==> src/hdl/lsbgf_ram.sv <==
// Generic single-write, single-read RAM with registered read data.
module lsbgf_ram #(
  parameter int WIDTH = 8,
  parameter int DEPTH = 16
) (
  input  logic                     clk_i,
  input  logic                     we_i,
  input  logic [$clog2(DEPTH)-1:0] waddr_i,
  input  logic [WIDTH-1:0]         wdata_i,
  input  logic [$clog2(DEPTH)-1:0] raddr_i,
  output logic [WIDTH-1:0]         rdata_o
);

  logic [WIDTH-1:0] mem_q [DEPTH];
  logic [WIDTH-1:0] rdata_q;

  always_ff @(posedge clk_i) begin
    if (we_i) begin
      mem_q[waddr_i] <= wdata_i;
    end
    rdata_q <= mem_q[raddr_i];
  end

  assign rdata_o = rdata_q;

endmodule

==> config.mk <==
export PLATFORM = sky130hd
export DESIGN_NAME = lsbgf_ram
export DESIGN_NICKNAME = d
export VERILOG_FILES = /design/src/hdl/lsbgf_ram.sv
export SDC_FILE = /design/constraint.sdc
export NUM_CORES = 1
export LEC_CHECK = 0
export BUFFER_PORTS_ARGS = -buffer_cell sky130_fd_sc_hd__buf_2
export CORE_MARGIN = 2
export CORE_UTILIZATION = 35
export CTS_BUF_LIST = sky130_fd_sc_hd__clkbuf_16
export CTS_CLUSTER_DIAMETER = 80
export DETAILED_ROUTE_END_ITERATION = 8
export PLACE_DENSITY = 0.52
export SYNTH_ARGS = -nofsm -noshare
export SYNTH_HDL_FRONTEND = slang
export SYNTH_SLANG_ARGS = --single-unit
==> constraint.sdc <==
create_clock -name clk_i -period 4.4 [get_ports clk_i]
set_clock_uncertainty 0.15 [all_clocks]
set_input_delay 0.88 -clock clk_i [delete_from_list [all_inputs] [get_ports clk_i]]
set_output_delay 0.88 -clock clk_i [all_outputs]
set_load 0.02 [all_outputs]
==> flow_summary_export.csv, run 1 <==
group,metric,value,unit
grt,busiest_layer,"met2",
hold_path,hold_depth,3,
clock_tree,cts_buffers,17,
worst_setup_path,required,4.54,ns
sta,setup_violations,0,
grt,grt_max_degree,33,
die,coreArea,14420,µm²
placed_design,gp_congestion,0.7189,
die,die_height,125.3,µm
placed_design,io_buffer_count,25,
die,num_rows,44,
final_layout,syn2layout_area_growth,15.68,%
grt,use_met3,3.723,%
drt,ant_nets,0,
clock_tree,cts-resized-gates,0,
drt,drt_pass1_iterations,4,
flow_run,maxCapViolations,0,
grt,grt_pass1_wl,15580,µm
sta,worst_pin_slew,1.018,ns
synth,postSynthCellCount,229,
worst_setup_path,critPathLaunchType,"primary input",
grt,gr-total-overflow,0,
sta,fmax,418.1,MHz
clock_tree,path_clk_slew,0.05,ns
power,p_int,2.246,mW
final_layout,drive_gt1_share,24.01,%
sta,timing.final.max_slew_violations,0,
clock_tree,cts_setup_buffers,0,
synth,synth-seq-cells,136,
power,seq_power_share,52.1,%
power,vdd_drop_max,271.1,µV
worst_setup_path,timing.rr.end,"rdata_o[1]",
synth,synth_fp_nets,247,
die,initial_utilization,35.69,%
placed_design,dp_hpwl,6326,µm
worst_setup_path,critical-path-top-delay-family,"multiplexers",
final_layout,utilization,41.28,%
sta,tns,0,ns
sta,hold_violations,0,
hold_path,holdCritStartpoint,"mem_q[11][1]",
drt,totalWireLength,9906,µm
drt,vias_per_cell,5.112,
clock_tree,clock-sinks,136,
power,p_clk_share,43.0,%
worst_setup_path,cp_slowest_stage_delay,0.68,ns
outcome,outcome,"finished clean",
clock_tree,cts.path.max_buffers,2,
grt,grtUsageTotal,13.91,%
power,p_comb_share,4.9,%
drt,drtIter0Drc,223,
drt,wire_per_inst,21.40,µm
worst_setup_path,path_class,"in2reg",
grt,use_met1,19.68,%
clock_tree,cts_tree,"yes",
clock_tree,cts-root-buf,"clkbuf_16",
worst_setup_path,startpoint,"raddr_i[0]",
worst_setup_path,critPathSlowestCell,"mux4_1",
synth,avgSynthCellArea,22.48,µm²
grt,grt_pass1_vias,2535,
die,dieArea,15690,µm²
sta,rsz0062_at_grt,"no",
worst_setup_path,r2r_start,"mem_q[5][1]",
clock_tree,clock_latency,0.41,ns
final_layout,diodes,0,
worst_setup_path,crit_chain,"buf_2 > buf_4 > mux4_1 > a22oi_1 > nand2_1",
placed_design,dpl_cell_area,5454,µm²
clock_tree,cts_hold_buf,0,
synth,synth_cell_types,19,
power,power_density,470.2,nW/µm²
clock_tree,htreeDepth,4,
worst_setup_path,cp-end-kind,"register",
worst_setup_path,critPathBufInv,2,
sta,relSlewSlack,31.86,%
die,fp.dieW,125.3,µm
synth,syn-cell-area,5147,µm²
power,p_switching,0.5543,mW
grt,grt_use_met2,20.62,%
power,p_sw_share,19.80,%
hold_path,worstHoldEndpoint,"rdata_o[1]",
sta,post-route-period-util,54.36,%
die,pin_count,26,
worst_setup_path,worst_ep_arrival_time,2.53,ns
worst_setup_path,r2r_slack,2.86,ns
drt,num_vias,2367,
final_layout,postLayoutCellArea,5954,µm²
power,power.total,2.800,mW
grt,antenna_found_initial,0,
sta,fin_crit,2.392,ns
power,p_leak,1.970,nW
worst_setup_path,r2r_cells,3,
worst_setup_path,critPathMaxFanout,32,
synth,seq_area_frac_synth,77.78,%
final_layout,finalNetCount,286,
hold_path,hp-class,"reg2reg",
drt,route.detailed.drc,0,
synth,ys_warn_count,0,
cell usage in the layout, fill, tap and decap left out:
cell type | synthesis | final
a22oi_1 | 16 | 16
and2_1 | 1 | 1
and2b_1 | 1 | 1
buf_2 | 3 | 25
buf_4 | 1 | 5
bufinv_16 | 0 | 1
clkbuf_16 | 0 | 17
clkinv_1 | 0 | 10
dfxtp_1 | 8 | 8
edfxtp_1 | 128 | 128
inv_1 | 0 | 2
mux4_1 | 14 | 14
mux4_2 | 18 | 18
nand2_1 | 9 | 9
nand2b_1 | 2 | 2
nand3_1 | 1 | 1
nand3b_1 | 2 | 2
nor2_1 | 13 | 13
nor2b_1 | 1 | 1
nor3_1 | 4 | 4
or3b_2 | 1 | 1
through the flow:
stage / worst slack [ns] / std cells / hold slack (ns)
6_report: 2.008 / 463 / 0.5251
5_1_grt: 1.916 / 463 / 0.5634
4_1_cts: 2.009 / 463 / 0.5335
3_5_place_dp: 1.574 / 433 / 0.5151
3_3_place_gp: 1.582 / 433 / 0.5093
2_1_floorplan: 1.877 / 229 / 0.4793
cell type report:
| type | instances | area (µm²) |
|---|---|---|
| Timing Repair Buffer | 30 | 162.7 |
| Clock inverter | 13 | 75.07 |
| Multi-Input combinational cell | 83 | 1057 |
| Tap cell | 184 | 230.2 |
| Sequential cell | 136 | 4004 |
| Fill cell | 1278 | 8469 |
| Clock buffer | 17 | 425.4 |
flip-flops by register name, summed over array words and instances (netlist names):
name / flops
mem_q: 128
rdata_o: 8
how the worst max path moves through the flow:
stage                  end  slack, ns  cells past startpoint
2_1_floorplan  mem_q[0][0]       1.88                      2
6_report        rdata_o[1]       2.01                      5
3_3_place_gp    rdata_o[1]       1.58                      5
4_1_cts         rdata_o[1]       2.01                      5
5_1_grt         rdata_o[1]       1.92                      5
3_5_place_dp    rdata_o[1]       1.57                      5
worst min-delay path, delay by kind of cell, from the launching register on:
family	cells	cell delay [ns]
simple gates	1	0.05
mux	1	0.21
flops	1	0.31
compound gates	1	0.08
kinds of logic (layout without fill, tap and decap cells):
logic type | Yosys count | count (layout) | synth area share (%)
compound gates | 16 | 16 | 2.334
buf+inv | 10 | 60 | 1.677
flops | 136 | 136 | 77.78
mux | 32 | 32 | 15.02
simple gates | 35 | 35 | 3.184
layer usage:
metal | up-vias | wire, µm
met3 | 13 | 383
met2 | 60 | 4692
met4 | 0 | 142
li1 | 1056 | -
met1 | 1238 | 4688
met5 | - | 0
power groups by stage:
stage	Sequential (mW)	Combinational (mW)	Clock [mW]
detailed placement	1.48	0.140	0
finish	1.46	0.137	1.20
global route	1.46	0.151	1.29
global placement	1.48	0.137	0
floorplan	1.49	0.0735	0
CTS	1.46	0.140	1.23
synth_stat cells:
cell             instances  area [µm²]
buf_2                    3       15.01
a22oi_1                 16       120.1
nor2_1                  13       48.80
nand3b_1                 2       15.01
edfxtp_1               128        3844
mux4_2                  18       405.4
nand2_1                  9       33.78
and2b_1                  1       7.510
nand2b_1                 2       12.51
buf_4                    1       7.510
nor3_1                   4       20.02
clkdlybuf4s25_2          3       30.03
nand3_1                  1       5.000
dfxtp_1                  8       160.2
nor2b_1                  1       6.260
buf_6                    3       33.78
and2_1                   1       6.260
mux4_1                  14       367.9
or3b_2                   1       8.760
(Power assumes the default switching activity.)
==> inputs of run 2 (changes only) <==
--- a/config.mk
+++ b/config.mk
@@ -11,7 +11,7 @@
 export CTS_BUF_LIST = sky130_fd_sc_hd__clkbuf_16
 export CTS_CLUSTER_DIAMETER = 80
 export DETAILED_ROUTE_END_ITERATION = 8
-export PLACE_DENSITY = 0.52
+export PLACE_DENSITY = 0.54
 export SYNTH_ARGS = -nofsm -noshare
 export SYNTH_HDL_FRONTEND = slang
 export SYNTH_SLANG_ARGS = --single-unit
==> constraint.sdc (replaced) <==
create_clock -name clk_i -period 2.19 [get_ports clk_i]
set_clock_uncertainty 0.15 [all_clocks]
set_input_delay 0.438 -clock clk_i [delete_from_list [all_inputs] [get_ports clk_i]]
set_output_delay 0.438 -clock clk_i [all_outputs]
set_load 0.02 [all_outputs]
==> run 2 against run 1 <==
  * Total power increased by 110%
  * Routed wire length increased by 2.9%
  * Count of clock-buffer cells in the layout unchanged
  * Combinational power increased by 110%
  * Global-route usage increased by 0.052 points
  * Final cell count increased by 3.7%
  * Die area unchanged
  * First-iteration DRC count decreased by 19%
  * Utilization increased by 1.5 points
  * Worst hold slack got worse by 0.25 ns
==> flow_summary_export.csv, run 2 (synthesis gave the netlist of run 1 again) <==
group,metric,value,unit
placed_design,gp_congestion,0.7299,
power,p_comb_share,4.9,%
power,p_switching,1.160,mW
final_layout,finalNetCount,301,
final_layout,largest_reg_flops,128,
sta,relSlewSlack,50.91,%
worst_setup_path,critPathLaunchType,"primary input",
drt,totalWireLength,10200,µm
power,p_leak,2.106,nW
placed_design,io_buffer_count,25,
clock_tree,cts_buffers,17,
final_layout,diodes,0,
placed_design,dp_hpwl,6504,µm
sta,setup_violations,0,
final_layout,top_register,"mem_q",
clock_tree,path_clk_slew,0.05,ns
drt,route.detailed.drc,0,
power,p_clk_share,45.8,%
sta,rsz0062_at_grt,"no",
clock_tree,cts-resized-gates,0,
die,initial_utilization,35.69,%
clock_tree,htreeDepth,4,
clock_tree,cts.path.max_buffers,2,
drt,drtIter0Drc,180,
worst_setup_path,critPathBufInv,2,
power,p_int,4.782,mW
final_layout,final_common_cell,"edfxtp_1",
clock_tree,cts-root-buf,"clkbuf_16",
grt,gr-total-overflow,0,
placed_design,dpl_cell_area,5604,µm²
grt,grt_pass1_wl,15700,µm
drt,drt_pass1_iterations,4,
sta,hold_violations,0,
die,pin_count,26,
sta,fmax,629.5,MHz
power,seq_power_share,49.3,%
final_layout,syn2layout_area_growth,19.91,%
clock_tree,clock-sinks,136,
power,power.total,5.941,mW
clock_tree,cts_hold_buf,0,
sta,fin_crit,1.589,ns
power,vdd_drop_max,662.6,µV
power,p_sw_share,19.52,%
final_layout,drive_gt1_share,30.41,%
sta,tns,0,ns
final_layout,fillers,1286,
flow_run,maxCapViolations,0,
sta,worst_pin_slew,0.7348,ns
die,fp.dieW,125.3,µm
worst_setup_path,required,2.32,ns
worst_setup_path,crit_chain,"buf_2 > buf_12 > mux4_1 > a22oi_1 > nand2_1",
final_layout,postLayoutCellArea,6172,µm²
clock_tree,cts_tree,"yes",
power,power_density,962.6,nW/µm²
drt,ant_nets,0,
die,coreArea,14420,µm²
die,dieArea,15690,µm²
worst_setup_path,cp-end-kind,"register",
drt,vias_per_cell,4.969,
final_layout,final_cell_mix,"edfxtp_1 (128), buf_2 (25), mux4_2 (18)",
drt,wire_per_inst,21.24,µm
final_layout,utilization,42.79,%
outcome,outcome,"finished clean",
worst_setup_path,critPathSlowestCell,"mux4_1",
grt,grtUsageTotal,13.96,%
grt,grt_pass1_vias,2525,
worst_setup_path,path_class,"in2reg",
die,die_height,125.3,µm
clock_tree,clock_latency,0.40,ns
drt,num_vias,2385,
die,num_rows,44,
hold_path,hp-class,"in2reg",
sta,post-route-period-util,72.54,%
worst_setup_path,cp_slowest_stage_delay,0.57,ns
worst_setup_path,critPathMaxFanout,22,
sta,whs,0.2723,ns
sta,timing.final.max_slew_violations,0,
grt,grt_max_degree,33,
clock_tree,cts_setup_buffers,0,
worst_setup_path,critical-path-top-delay-family,"multiplexers",
grt,antenna_found_initial,0,
worst_setup_path,worst_ep_arrival_time,1.72,ns
run 2: cell types whose count changed in the layout (fill, tap and decap cells not counted), sizes merged:
cell / delta
buf: +15
bufinv: +2
run 2: path summary, 6_finish.rpt:
kind	slack, ns	cells after the start	endpoint	startpoint
hold / removal	0.27	1	mem_q[13][4]	wdata_i[4]
setup / recovery	0.60	5	rdata_o[2]	raddr_i[0]
setup reg to reg	0.67	3	rdata_o[0]	mem_q[1][0]
hold reg to reg	0.52	3	rdata_o[0]	mem_q[12][0]
run 2: cell type report:
cell class | count | area, µm² | area share, %
repair buffers | 45 | 312.8 | 5.068
clock inverters | 15 | 142.6 | 2.311
multi-input cells | 83 | 1057 | 17.13
flip-flops and latches | 136 | 4004 | 64.87
clock buffers | 17 | 425.4 | 6.892
well taps | 184 | 230.2 | 3.730
run 2: metal layers:
layer,global-route usage (%),wire length (µm),vias up
li1,-,-,1078
met1,20.29,4960,1239
met2,20.20,4777,56
met3,4.193,335,12
met4,4.706,122,0
met5,0,0,-
run 2: worst register-to-register path: stages, from the launching register on:
cell	delay [ns]
edfxtp_1	0.36
mux4_1	0.52
a22oi_1	0.29
nand2_1	0.08
run 2: power groups by stage:
| stage | combinational (mW) | sequential (mW) | clock, mW |
|---|---|---|---|
| 3_5_place_dp | 0.302 | 2.98 | 0 |
| 6_report | 0.294 | 2.93 | 2.72 |
| 2_1_floorplan | 0.148 | 3.00 | 0 |
| 5_1_grt | 0.323 | 2.93 | 2.89 |
| 3_3_place_gp | 0.297 | 2.98 | 0 |
| 4_1_cts | 0.302 | 2.93 | 2.78 |
run 2: per-stage QoR:
stage,setup slack (ns),std cells
CTS,0.5635,480
floorplan,0.1091,229
global route,0.4859,480
finish,0.6013,480
detailed placement,0.1247,448
global placement,0.1428,448
==> inputs of run 3 (changes only) <==
==> constraint.sdc (replaced) <==
create_clock -name clk_i -period 1.3 [get_ports clk_i]
set_clock_uncertainty 0.15 [all_clocks]
set_input_delay 0.26 -clock clk_i [delete_from_list [all_inputs] [get_ports clk_i]]
set_output_delay 0.26 -clock clk_i [all_outputs]
set_load 0.02 [all_outputs]
==> run 3 against run 2 <==
  * The flow now finishes with violations (negative setup slack)
  * Utilization rose by 1.9 points
  * Setup slack got worse by 0.70 ns
  * Via count rose by 3.9%
  * Sequential power rose by 69%
  * Sequential share of layout area fell by 2.6 points
  * Largest cell class unchanged
  * Global-route usage rose by 0.078 points
  * Count of clock-buffer cells in the layout did not move
  * Critical path type is now reg2reg
==> flow_summary_export.csv, run 3 (synthesis gave the netlist of run 1 again) <==
group,metric,value,unit
final_layout,final_common_cell,"edfxtp_1",
power,vdd_drop_max,843.3,µV
sta,fmax,715.1,MHz
die,pin_count,26,
final_layout,fillers,1251,
die,num_rows,44,
clock_tree,cts_hold_buf,0,
final_layout,syn2layout_area_growth,25.13,%
final_layout,finalNetCount,311,
grt,grt_pass1_vias,2618,
placed_design,io_buffer_count,25,
sta,whs,0.08791,ns
power,p_leak,2.128,nW
grt,grt_max_degree,19,
grt,grtUsageTotal,14.04,%
final_layout,drive_gt1_share,43.28,%
worst_setup_path,r2r_start,"mem_q[11][4]",
grt,gr-total-overflow,0,
drt,drtIter0Drc,283,
drt,vias_per_cell,5.067,
die,die_height,125.3,µm
worst_setup_path,crit_end,"rdata_o[4]",
worst_setup_path,critPathLaunchType,"register",
grt,grt_pass1_wl,15840,µm
worst_setup_path,path_class,"reg2reg",
grt,antenna_found_initial,0,
final_layout,finalNonFillerCells,489,
power,power_density,1463,nW/µm²
sta,worst_pin_slew,0.9760,ns
sta,fin_crit,1.398,ns
die,coreArea,14420,µm²
die,dieArea,15690,µm²
drt,route.detailed.drc,0,
worst_setup_path,r2r_slack,-0.1,ns
clock_tree,path_clk_slew,0.05,ns
sta,setup_ws,-0.09849,ns
clock_tree,cts.path.max_buffers,2,
sta,timing.final.max_slew_violations,0,
final_layout,top_register,"mem_q",
worst_setup_path,r2r_cells,3,
outcome,violations,"negative setup slack",
clock_tree,clock-sinks,136,
hold_path,hold_depth,1,
clock_tree,htreeDepth,4,
sta,hold_violations,0,
drt,totalWireLength,10280,µm
final_layout,final_cell_mix,"edfxtp_1 (128), mux4_2 (32)",
final_layout,largest_reg_flops,128,
sta,rsz0062_at_grt,"yes",
clock_tree,clock_latency,0.40,ns
drt,num_vias,2478,
worst_setup_path,critPathMaxFanout,1,
sta,setup_violations,8,
sta,relSlewSlack,34.80,%
die,initial_utilization,35.69,%
placed_design,placedCellCount,458,
final_layout,diodes,0,
final_layout,utilization,44.66,%
drt,wire_per_inst,21.02,µm
outcome,outcome,"complete, but fails checks",
worst_setup_path,timing.rr.end,"rdata_o[4]",
hold_path,hp-class,"in2reg",
clock_tree,cts_buffers,17,
power,power.total,9.422,mW
clock_tree,cts-root-buf,"clkbuf_16",
worst_setup_path,required,1.43,ns
die,fp.dieW,125.3,µm
worst_setup_path,worst_ep_arrival_time,1.53,ns
worst_setup_path,startpoint,"mem_q[11][4]",
flow_run,maxCapViolations,0,
worst_setup_path,cp-end-kind,"register",
placed_design,dp_hpwl,6686,µm
drt,ant_nets,0,
clock_tree,cts_tree,"yes",
sta,tns,-0.5959,ns
placed_design,gp_congestion,0.7136,
sta,post-route-period-util,107.6,%
drt,drt_pass1_iterations,5,
==> run 3: timing repair <==
item                                    CTS  global route
pin swaps                                 5             0
setup buffers                             0             0
endpoints found under the hold margin     0             0
endpoints found under the setup margin   13            13
resized for setup                        21             4
==> run 3: worst max-delay path: stages (launching register included) <==
cell	delay, ns
edfxtp_1	0.37
mux4_2	0.48
a22oi_2	0.19
nand2_1	0.09
==> run 3: power breakdown <==
| group | switching [mW] | internal, mW | total (mW) |
|---|---|---|---|
| Combinational | 0.324 | 0.287 | 0.610 |
| Sequential | 0.0348 | 4.91 | 4.95 |
| Clock | 1.54 | 2.32 | 3.87 |
| Total | 1.90 | 7.52 | 9.42 |
==> run 3: worst min path at each step <==
| stage | slack (ns) | end | from |
|---|---|---|---|
| 2_1_floorplan | 0.21 | mem_q[0][0] | wdata_i[0] |
| 3_3_place_gp | 0.50 | mem_q[13][3] | wdata_i[3] |
| 3_5_place_dp | 0.51 | mem_q[15][0] | wdata_i[0] |
| 4_1_cts | 0.08 | mem_q[12][3] | wdata_i[3] |
| 5_1_grt | 0.09 | mem_q[13][0] | wdata_i[0] |
| 6_report | 0.09 | mem_q[12][3] | wdata_i[3] |
==> run 3: area by class of cell <==
cell class                 count  area (µm²)  share of cell area [%]
clock buffer                  17       425.4                   6.605
clock inverter                14       55.05                  0.8547
tap                          184       230.2                   3.574
multi-input combinational     83        1124                   17.44
timing repair buffer          55       598.1                   9.285
sequential                   136        4009                   62.24
==> run 3: metrics by stage <==
step,setup slack [ns],area [µm²]
global route,-0.1468,6441
global placement,-0.4879,5884
CTS,-0.1076,6432
finish,-0.09849,6441
detailed placement,-0.5000,5884
floorplan,-0.2130,5211
==> run 3: routing by layer <==
metal  wire length (µm)  track usage (%)
met5                  0                0
met4                160            5.033
met3                543            4.365
met2               5095            22.22
met1               4481            18.49
