### src/hdl/lsbgf_pkg.sv
// Shared constants, types, microcode table and bin helpers for the scan binning block.
package lsbgf_pkg;

  // Geometry
  localparam int BIN_COUNT = 360;
  localparam int BIN_W     = $clog2(BIN_COUNT);
  localparam int BIN_MAX   = BIN_COUNT - 1;

  // Field widths
  localparam int OP_W      = 2;
  localparam int ANGLE_W   = 16;
  localparam int DIST_IN_W = 18;
  localparam int QUAL_W    = 8;
  localparam int FLAG_W    = 8;
  localparam int IDX_W     = 9;
  localparam int DIST_W    = 13;
  localparam int STAT_W    = 2;

  // Configuration
  localparam int THR_W       = 8;
  localparam int REACH_W     = 7;
  localparam int CFG_IDX_W   = 1;
  localparam int CFG_DATA_W  = 8;
  localparam logic [THR_W-1:0]   THR_RESET   = THR_W'(60);
  localparam logic [REACH_W-1:0] REACH_RESET = REACH_W'(8);
  localparam logic [CFG_IDX_W-1:0] CFG_QUAL_THR = CFG_IDX_W'(0);
  localparam logic [CFG_IDX_W-1:0] CFG_REACH    = CFG_IDX_W'(1);

  // Degree from angle: (angle * 90) >> 14
  localparam int DEG_SCALE   = 90;
  localparam int DEG_SCALE_W = 7;
  localparam int DEG_FRAC    = 14;
  localparam int DEG_PROD_W  = ANGLE_W + DEG_SCALE_W;
  localparam int DEG_W       = DEG_PROD_W - DEG_FRAC;

  // dist / 40 = ((dist >> 3) * 52429) >> 18, exact over the input range
  localparam int DIV_PRE_SHIFT = 3;
  localparam int DIV_Y_W       = DIST_IN_W - DIV_PRE_SHIFT;
  localparam int DIV5_MUL      = 52429;
  localparam int DIV5_MUL_W    = 16;
  localparam int DIV5_SHIFT    = 18;
  localparam int DIV_PROD_W    = DIV_Y_W + DIV5_MUL_W;

  // Compare width for degree and query index against the bin count
  localparam int CMP_W = ((BIN_W > IDX_W) ? BIN_W : IDX_W) + 1;

  // Memory word: {measured, distance}
  localparam int MEM_W = DIST_W + 1;

  // Stream packing
  localparam int S_TDATA_W = 64;
  localparam int S_TUSER_W = OP_W;
  localparam int M_TDATA_W = 16;
  localparam int M_TUSER_W = STAT_W;
  localparam int OFS_ANGLE = 0;
  localparam int OFS_DIST  = OFS_ANGLE + ANGLE_W;
  localparam int OFS_QUAL  = OFS_DIST + DIST_IN_W;
  localparam int OFS_FLAG  = OFS_QUAL + QUAL_W;
  localparam int OFS_IDX   = OFS_FLAG + FLAG_W;

  typedef enum logic [OP_W-1:0] {
    OP_SAMPLE = 2'd0,
    OP_QUERY  = 2'd1,
    OP_CLEAR  = 2'd2
  } op_e;

  typedef enum logic [STAT_W-1:0] {
    ST_MEASURED = 2'd0,
    ST_FILLED   = 2'd1,
    ST_EMPTY    = 2'd2
  } bin_status_e;

  // Microprogram steps
  typedef enum logic [3:0] {
    P_IDLE    = 4'd0,
    P_SMP_MUL = 4'd1,
    P_SMP_WR  = 4'd2,
    P_CLR     = 4'd3,
    P_Q0      = 4'd4,
    P_Q1      = 4'd5,
    P_FI      = 4'd6,
    P_FWD     = 4'd7,
    P_BI      = 4'd8,
    P_BWD     = 4'd9,
    P_AVG     = 4'd10,
    P_MEAS    = 4'd11,
    P_EMPTY   = 4'd12,
    P_OUT     = 4'd13
  } step_e;

  typedef enum logic [3:0] {
    CND_ALWAYS,
    CND_BEAT,
    CND_CLR_LAST,
    CND_IDX_BAD,
    CND_HIT,
    CND_LIM0,
    CND_HIT_LOOP,
    CND_OUT_FREE
  } cond_e;

  typedef enum logic [2:0] {
    RA_IDX,
    RA_NEXT_IDX,
    RA_PREV_IDX,
    RA_NEXT_POS,
    RA_PREV_POS
  } ra_e;

  typedef enum logic [1:0] {
    WR_NONE,
    WR_SAMPLE,
    WR_CLEAR
  } wr_e;

  typedef enum logic [2:0] {
    POS_HOLD,
    POS_NEXT_IDX,
    POS_PREV_IDX,
    POS_NEXT,
    POS_PREV
  } pos_e;

  typedef enum logic [1:0] {
    CAP_NONE,
    CAP_FWD,
    CAP_VAL
  } cap_e;

  typedef enum logic [1:0] {
    RES_NONE,
    RES_MEAS,
    RES_AVG,
    RES_EMPTY
  } res_e;

  typedef struct packed {
    logic  s_ready;
    logic  in_ld;
    cond_e cond;
    step_e jmp;
    step_e nxt;
    ra_e   ra;
    wr_e   wr;
    pos_e  pos;
    logic  cnt_ld;
    logic  cnt_dec;
    cap_e  cap;
    res_e  res;
    logic  mul_ld;
    logic  clr_inc;
    logic  out_ld;
  } ucode_t;

  typedef struct packed {
    logic beat;
    logic clr_last;
    logic idx_bad;
    logic hit;
    logic lim0;
    logic cnt_last;
    logic out_free;
  } flags_t;

  localparam ucode_t UC_NOP = '{
    s_ready: 1'b0, in_ld: 1'b0, cond: CND_ALWAYS, jmp: P_IDLE, nxt: P_IDLE,
    ra: RA_IDX, wr: WR_NONE, pos: POS_HOLD, cnt_ld: 1'b0, cnt_dec: 1'b0,
    cap: CAP_NONE, res: RES_NONE, mul_ld: 1'b0, clr_inc: 1'b0, out_ld: 1'b0
  };

  function automatic ucode_t ucode_rom(step_e s);
    ucode_t w;
    w = UC_NOP;
    unique case (s)
      P_IDLE: begin
        w.s_ready = 1'b1;
        w.in_ld   = 1'b1;
        w.cond    = CND_BEAT;
        w.nxt     = P_IDLE;
      end
      P_SMP_MUL: begin
        w.mul_ld = 1'b1;
        w.jmp    = P_SMP_WR;
      end
      P_SMP_WR: begin
        w.wr  = WR_SAMPLE;
        w.jmp = P_IDLE;
      end
      P_CLR: begin
        w.wr      = WR_CLEAR;
        w.clr_inc = 1'b1;
        w.cond    = CND_CLR_LAST;
        w.jmp     = P_IDLE;
        w.nxt     = P_CLR;
      end
      P_Q0: begin
        w.ra   = RA_IDX;
        w.cond = CND_IDX_BAD;
        w.jmp  = P_EMPTY;
        w.nxt  = P_Q1;
      end
      P_Q1: begin
        w.cap  = CAP_VAL;
        w.cond = CND_HIT;
        w.jmp  = P_MEAS;
        w.nxt  = P_FI;
      end
      P_FI: begin
        w.ra     = RA_NEXT_IDX;
        w.pos    = POS_NEXT_IDX;
        w.cnt_ld = 1'b1;
        w.cond   = CND_LIM0;
        w.jmp    = P_EMPTY;
        w.nxt    = P_FWD;
      end
      P_FWD: begin
        w.ra      = RA_NEXT_POS;
        w.pos     = POS_NEXT;
        w.cnt_dec = 1'b1;
        w.cap     = CAP_FWD;
        w.cond    = CND_HIT_LOOP;
        w.jmp     = P_BI;
        w.nxt     = P_EMPTY;
      end
      P_BI: begin
        w.ra     = RA_PREV_IDX;
        w.pos    = POS_PREV_IDX;
        w.cnt_ld = 1'b1;
        w.jmp    = P_BWD;
      end
      P_BWD: begin
        w.ra      = RA_PREV_POS;
        w.pos     = POS_PREV;
        w.cnt_dec = 1'b1;
        w.cap     = CAP_VAL;
        w.cond    = CND_HIT_LOOP;
        w.jmp     = P_AVG;
        w.nxt     = P_EMPTY;
      end
      P_AVG: begin
        w.res = RES_AVG;
        w.jmp = P_OUT;
      end
      P_MEAS: begin
        w.res = RES_MEAS;
        w.jmp = P_OUT;
      end
      P_EMPTY: begin
        w.res = RES_EMPTY;
        w.jmp = P_OUT;
      end
      P_OUT: begin
        w.out_ld = 1'b1;
        w.cond   = CND_OUT_FREE;
        w.jmp    = P_IDLE;
        w.nxt    = P_OUT;
      end
      default: w = UC_NOP;
    endcase
    return w;
  endfunction

  function automatic step_e dispatch(logic [OP_W-1:0] op);
    step_e s;
    unique case (op)
      OP_SAMPLE: s = P_SMP_MUL;
      OP_QUERY:  s = P_Q0;
      OP_CLEAR:  s = P_CLR;
      default:   s = P_IDLE;
    endcase
    return s;
  endfunction

  function automatic logic [BIN_W-1:0] bin_next(logic [BIN_W-1:0] p);
    return (p == BIN_W'(BIN_MAX)) ? '0 : p + BIN_W'(1);
  endfunction

  function automatic logic [BIN_W-1:0] bin_prev(logic [BIN_W-1:0] p);
    return (p == '0) ? BIN_W'(BIN_MAX) : p - BIN_W'(1);
  endfunction

endpackage

### src/hdl/lsbgf_useq.sv
// Microprogram sequencer: step counter, control table lookup and conditional jumps.
module lsbgf_useq
  import lsbgf_pkg::*;
(
  input  logic            clk_i,
  input  logic            rst_ni,
  input  flags_t          flags_i,
  input  logic [OP_W-1:0] op_i,
  output ucode_t          uc_o
);

  step_e  pc_q, pc_d;
  ucode_t uc;
  logic   take;

  assign uc   = ucode_rom(pc_q);
  assign uc_o = uc;

  always_ff @(posedge clk_i or negedge rst_ni) begin
    if (!rst_ni) begin
      pc_q <= P_CLR;  // sweep the bins after reset
    end else begin
      pc_q <= pc_d;
    end
  end

  always_comb begin
    take = 1'b0;
    pc_d = uc.nxt;
    unique case (uc.cond)
      CND_ALWAYS:   pc_d = uc.jmp;
      CND_BEAT:     pc_d = flags_i.beat ? dispatch(op_i) : uc.nxt;
      CND_HIT_LOOP: begin
        if (flags_i.hit) begin
          pc_d = uc.jmp;
        end else if (flags_i.cnt_last) begin
          pc_d = uc.nxt;
        end else begin
          pc_d = pc_q;
        end
      end
      CND_CLR_LAST, CND_IDX_BAD, CND_HIT, CND_LIM0, CND_OUT_FREE: begin
        unique case (uc.cond)
          CND_CLR_LAST: take = flags_i.clr_last;
          CND_IDX_BAD:  take = flags_i.idx_bad;
          CND_HIT:      take = flags_i.hit;
          CND_LIM0:     take = flags_i.lim0;
          default:      take = flags_i.out_free;
        endcase
        pc_d = take ? uc.jmp : uc.nxt;
      end
      default: pc_d = P_IDLE;
    endcase
  end

endmodule

### config.mk
export PLATFORM = sky130hd
export DESIGN_NAME = lsbgf_useq
export DESIGN_NICKNAME = d
export VERILOG_FILES = /design/src/hdl/lsbgf_pkg.sv /design/src/hdl/lsbgf_useq.sv
export SDC_FILE = /design/constraint.sdc
export NUM_CORES = 1
export LEC_CHECK = 0
export BUFFER_PORTS_ARGS = -buffer_cell sky130_fd_sc_hd__buf_2
export CORE_MARGIN = 2
export CORE_UTILIZATION = 44
export DETAILED_ROUTE_END_ITERATION = 8
export GPL_TIMING_DRIVEN = 1
export PLACE_DENSITY = 0.87
export SLEW_MARGIN = 10
export SYNTH_ARGS = -nofsm -noshare
export SYNTH_HDL_FRONTEND = slang
export SYNTH_SLANG_ARGS = --single-unit
### constraint.sdc
create_clock -name clk_i -period 2.16 [get_ports clk_i]
set_input_delay 0.432 -clock clk_i [delete_from_list [all_inputs] [get_ports clk_i]]
set_output_delay 0.432 -clock clk_i [all_outputs]
set_load 0.01 [all_outputs]
==> summary.md, run 1 <==
| Metric | Value |
|---|---|
| Status | finished, final reports clean |
| Netlist Area Pre-Place | 779 sq um |
| Largest Register | pc_q |
| Worst r2r dst | pc_q[3] |
| Fin Clk Skew | 10.2 ps |
| DRC errors left | 0 |
| Static Leak | 0.505 nW |
| Largest fanout on the critical path | 17 |
| Worst reg2reg path startpoint | pc_q[1] |
| Initial DRC Count | 69 |
| Post-DP HPWL | 1800 um |
| Peak supply drop | 0.605 mV |
| Multi-input gate area | 558 sq um |
| Port Buffers | 40 |
| Reg2Reg Depth | 5 |
| Final Util | 0.603 |
| Worst hold endpoint | pc_q[1] |
| Number of flops mapped to enable cells by yosys | 0 |
| Post-route design area | 1020 sq um |
| Min-Delay Path Class | primary input to flip-flop |
| Synth area leaders | dfstp_2, dfrtp_1, nor2_1 |
| Met3 routed WL | 272 um |
| Top sig layer | met4 |
| Drt total wl | 2530 um |
| Die width | 46.1 um |
| TritonCTS clock tree | built |
| Row Count | 15 |
| Placed Cells incl. Taps | 160 |
| Largest regs | pc_q: 4 flops |
| Hold WS | 410 ps |
| Largest net degree at the start of global routing | 23 |
| Core Area | 1690 sq um |
| Tot Pwr | 1.43 mW |
| Largest register FFs | 4 |
| Fillers | 155 |
| # H-tree levels | 1 |
| Setup WS post-layout | 47.8 ps |
| Initial antenna violation count | 0 |
| Clk root buf | clkbuf_4 |
| Routability cong. | 0.889 |
| WL met1 | 979 um |
| Fin crit period | 2110 ps |
| Reg clk slew, reported paths | 40 ps |
| Area leader, netlist | dfstp_2 |
| Placed instance area | 948 sq um |
| Slew HR | 0.630 |
| Post-Syn Instances | 113 |
| Routed Antenna Nets | 0 |
| First-pass GRT wire length | 3770 um |
| Max-cap viol count | 0 |
| GRT Util Overall | 0.245 |
| Layout cells sized above 1 | 0.433 |
| Clock sink count | 4 |
| Cell with the most instances after synthesis | nor2_1 |
| Top FF cell, synth | dfstp_2 |
| Critical Path RT | 1730 ps |
| Tcrit/Tclk final | 0.978 |
| Final Slew Violations | 0 |
| GRT overflow | 0 |
| Commonest cells in the netlist | nor2_1, nand2_1, inv_1 |
| Area delta synth->final | 30.7% |
| Worst slack at placement | 228 ps |
| Post-synth net total | 124 |
| DIE AREA | 2120 sq um |
| CTS buffer count | 3 |
| #FFs+latches synth | 4 |
| I/O pin total | 42 |
| # diodes | 0 |
| R2R setup slack | 320 ps |
| Worst slew pin tran | 553 ps |
| Setup violators final | 0 |
| Yosys cell types | 48 |
| Syn Area/Cell | 6.90 sq um |
| Final hold violation count | 0 |
| WL/cell | 15.2 um |
| Final nets | 163 |
| Synth Warn # | 0 |
| Pwr Density | 1410 nW/um^2 |
| Sequential fraction of the synthesis area | 0.132 |
| Kind of start point of the critical path | flip-flop |
| Clock tree buffer depth | 2 |
| Crit path arrival time | 1680 ps |
| Post-synth ARST share | 1.00 |
| Metal2 WL | 1200 um |
| Hold Path Origin | op_i[1] |
| Initial core utilization | 0.461 |
| Setup TNS | 0 ps |
| Hold Path Depth | 3 |
| Worst setup path category | flip-flop to output pin |
| Via-per-instance ratio | 6.25 |
| Vias in the first global route | 833 |
| RSZ-0062 raised after global routing | no |
| Via Count | 1044 |
| Crit path from | pc_q[1] |
| Max Clk Rate | 473 MHz |
| Clk_lat worst skew | 240 ps |
| Setup crit end kind | output pin |
| Area fraction of the dominant cell type after synthesis | 0.0674 |
| Layout Cells excl Fill | 167 |
| Die height | 46.1 um |
| Storage cell area | 113 sq um |
| Drt pass-1 iters | 4 |
[cell usage in the layout (no fill, tap or decap), drive strengths merged, types with 2 or more instances in the layout]
| master | instances |
|---|---|
| buf | 49 |
| nor2 | 13 |
| nand2 | 10 |
| a21oi | 8 |
| inv | 7 |
| nor3 | 6 |
| nor3b | 3 |
| o211ai | 3 |
| o21a | 3 |
| clkbuf | 3 |
| nand2b | 2 |
| nor2b | 2 |
| a31o | 2 |
| o21ai | 2 |
| nand3 | 2 |
| o22ai | 2 |
| nor4 | 2 |
| o2bb2ai | 2 |
| dfstp | 2 |
| dfrtp | 2 |
| a31oi | 2 |
| a211oi | 2 |
[how the worst max path moves through the flow]
stage               slack [ps]        to  cells after the start
floorplan                  270  uc_o[15]                      5
global placement           270  uc_o[20]                      4
detailed placement         230  uc_o[18]                      4
CTS                         20  uc_o[20]                      4
global route                10   uc_o[7]                      4
finish                      50  uc_o[17]                      5
[cells by family after synthesis]
family                     share of synthesized area
adders and majority gates                     0.0128
muxes                                         0.0128
AOI/OAI and AO/OA                              0.353
buffers and inverters                          0.159
other                                        0.00481
and+or+nand+nor                                0.303
xor gates and xnor gates                      0.0225
DFF                                            0.132
[what timing repair did]
item | in CTS | in global routing
gates resized for setup | 2 | 3
buffers inserted | 0 | 3
endpoints found under the hold margin | 2 | 0
endpoints found under the setup margin | 2 | 9
hold buffers | 1 | 0
[cell type report]
class,instances,share of cell area
inverters,7,0.0258
repair buffers,50,0.273
flip-flops and latches,4,0.111
multi-input cells,86,0.548
clock buffers,3,0.0221
well taps,17,0.0209
[critical path, stage by stage, from the launching register on]
cell and delay (ps):
dfstp_4 700, buf_4 190, nand2_1 70, o211ai_1 150, o21a_1 190, buf_2 130
[metal layers]
metal  GRT usage  vias up
li1            -      481
met2       0.400       78
met4      0.0857        0
met1       0.336      470
met3      0.0157       15
met5           0        -
[power by group]
group	switching [mW]	total (mW)	internal [mW]	leakage (nW)
Clock	0.0353	0.0977	0.0625	0.0138
Combinational	0.616	1.09	0.474	0.445
Sequential	0.115	0.244	0.130	0.0457
No activity file was read; power rests on OpenSTA's default activity.
==> run 2: changes to the inputs <==
RECOVER_POWER = 100   (was not set)
SKIP_LAST_GASP = 1   (was not set)
==> summary.md, run 2 (synthesis gave the netlist of run 1 again) <==
| Metric | Value |
|---|---|
| Slowest CP cell | dfstp_4 |
| # H-tree levels | 1 (unchanged) |
| Routed Antenna Nets | 0 (unchanged) |
| Status | finished, final reports clean |
| I/O pin total | 42 (unchanged) |
| RSZ-0062 raised after global routing | no |
| Via-per-instance ratio | 6.14 (-1.7%) |
| Routability cong. | 0.889 (unchanged) |
| Min-Delay Path Class | primary input to flip-flop |
| Initial core utilization | 0.461 (unchanged) |
| R2R setup slack | 280 ps (-40 ps) |
| Crit path arrival time | 1670 ps (about the same) |
| Post-DP HPWL | 1800 um (unchanged) |
| Critical Path RT | 1730 ps (about the same) |
| Setup violators final | 0 (unchanged) |
| Max-cap viol count | 0 (unchanged) |
| DIE AREA | 2120 sq um (unchanged) |
| Setup TNS | 0 ps (unchanged) |
| Setup crit end kind | output pin |
| Core Area | 1690 sq um (unchanged) |
| Largest register FFs | 4 (unchanged) |
| Fillers | 172 (+11%) |
| CTS buffer count | 3 (unchanged) |
| Drt total wl | 2510 um (-0.95%) |
| Worst slack at placement | 228 ps (unchanged) |
| Commonest cells after routing, fill and taps aside | clkbuf_1, buf_2, nor2_1, nand2_1 |
| Largest regs | pc_q: 4 flops |
| Final nets | 163 (unchanged) |
| Critical path, cell by cell | buf_4, nand2_1, o211ai_1, o21a_1, clkbuf_2 |
| Tcrit/Tclk final | 0.974 (-0.00421) |
| Final Slew Violations | 0 (unchanged) |
| Largest Register | pc_q |
| Clk_lat worst skew | 240 ps (about the same) |
| Sequential Power Share | 0.175 (+0.004) |
| Reg clk slew, reported paths | 40 ps (about the same) |
| Max Clk Rate | 475 MHz (+0.43%) |
| Logic gate share of total power | 0.755 (-0.006) |
| GRT Util Overall | 0.245 (unchanged) |
| # diodes | 0 (unchanged) |
| Die height | 46.1 um (unchanged) |
| Clock sink count | 4 (unchanged) |
| Net Switching | 761 uW (-0.62%) |
| Fin crit period | 2100 ps (-9.09 ps) |
| Port Buffers | 40 (unchanged) |
| Clk root buf | clkbuf_4 |
| Final Util | 0.585 (-0.0178) |
| Static Leak | 0.431 nW (-15%) |
| Internal power | 630 uW (-5.5%) |
| Fin Clk Skew | 8.15 ps (-2.07 ps) |
| Initial antenna violation count | 0 (unchanged) |
| Post-route design area | 988 sq um (-2.9%) |
| TritonCTS clock tree | built |
| First-pass GRT wire length | 3770 um (unchanged) |
| Largest fanout on the critical path | 17 (unchanged) |
| Net Sw Frac | 0.547 (+0.0124) |
| Most common cell after layout, fill and taps aside | clkbuf_1 |
| Initial DRC Count | 80 (+16%) |
| GRT overflow | 0 (unchanged) |
| Largest incremental delay on the critical path | 700 ps (about the same) |
| Drt pass-1 iters | 4 (unchanged) |
| Pwr Density | 1410 nW/um^2 (about the same) |
| Clock tree buffer depth | 2 (unchanged) |
| Layout cells sized above 1 | 0.293 (-0.140) |
| Hold WS | 413 ps (+3.15 ps) |
| Placed instance area | 948 sq um (unchanged) |
| Die width | 46.1 um (unchanged) |
| Storage cell area | 113 sq um (unchanged) |
| DRC errors left | 0 (unchanged) |
| Kind of start point of the critical path | flip-flop |
| Multi-input gate area | 554 sq um (-0.67%) |
| Clock power share | 0.069 (about the same) |
| Vias in the first global route | 833 (unchanged) |
| Via Count | 1026 (-1.7%) |
| WL/cell | 15.0 um (-0.95%) |
| Final hold violation count | 0 (unchanged) |
| Largest net degree at the start of global routing | 23 (unchanged) |
| Peak supply drop | 0.600 mV (-0.77%) |
| Area delta synth->final | 26.8% |
| Row Count | 15 (unchanged) |
| Setup WS post-layout | 56.9 ps (+9.09 ps) |
| Slew HR | 0.626 (-0.00385) |
| Worst slew pin tran | 558 ps (+5.76 ps) |
| Worst setup path category | flip-flop to output pin |
==> run 2: changes by cell type in the layout (fill, tap and decap cells not counted), sizes merged <==
cell,delta
buf,-26
clkbuf,+26
==> run 2: critical path, delay by kind of cell, from the launching register on <==
kind                   cells  cell delay [ps]
flip-flops                 1              700
AO/OA/AOI/OAI              2              340
buffers and inverters      2              320
AND/OR/NAND/NOR            1               70
==> run 2: cell type report <==
class / count / share of cell area
clock buffer: 3 / 0.0228
inverter: 7 / 0.0266
multi-input combinational: 86 / 0.561
sequential: 4 / 0.114
tap: 17 / 0.0215
timing repair buffer: 50 / 0.254
==> run 2: worst paths after layout <==
path | to | cells past startpoint | start
setup / recovery | uc_o[17] | 5 | pc_q[1]
hold / removal | pc_q[1] | 3 | op_i[1]
setup reg to reg | pc_q[3] | 5 | pc_q[1]
hold reg to reg | pc_q[0] | 2 | pc_q[2]
max in group asynchronous | pc_q[0] | 2 | rst_ni
min in group asynchronous | pc_q[3] | 2 | rst_ni
==> run 2: power by group through the flow <==
stage | combinational, mW | sequential, mW | clock [mW]
4_1_cts | 1.01 | 0.261 | 0.0968
3_3_place_gp | 0.978 | 0.245 | 0
2_1_floorplan | 0.824 | 0.130 | 0
5_1_grt | 1.14 | 0.253 | 0.100
6_report | 1.05 | 0.244 | 0.0965
3_5_place_dp | 0.999 | 0.251 | 0
==> run 2: metal layers <==
layer  share of wire  vias up  track usage
li1                -      479            -
met1            0.39      459        0.336
met2            0.48       79        0.400
met3            0.11        9       0.0157
met4           0.024        0       0.0857
met5               0        -            0
==> run 2: stage by stage <==
step	cells	total power [mW]
finish	167	1.39
global placement	160	1.22
global route	167	1.50
CTS	164	1.36
floorplan	113	0.954
detailed placement	160	1.25
==> run 2: what timing repair did <==
item	in CTS	in global routing
setup buffers	0	3
resized for setup	2	3
endpoints found under the hold margin	2	0
setup endpoints to repair	2	9
hold buffers	1	0
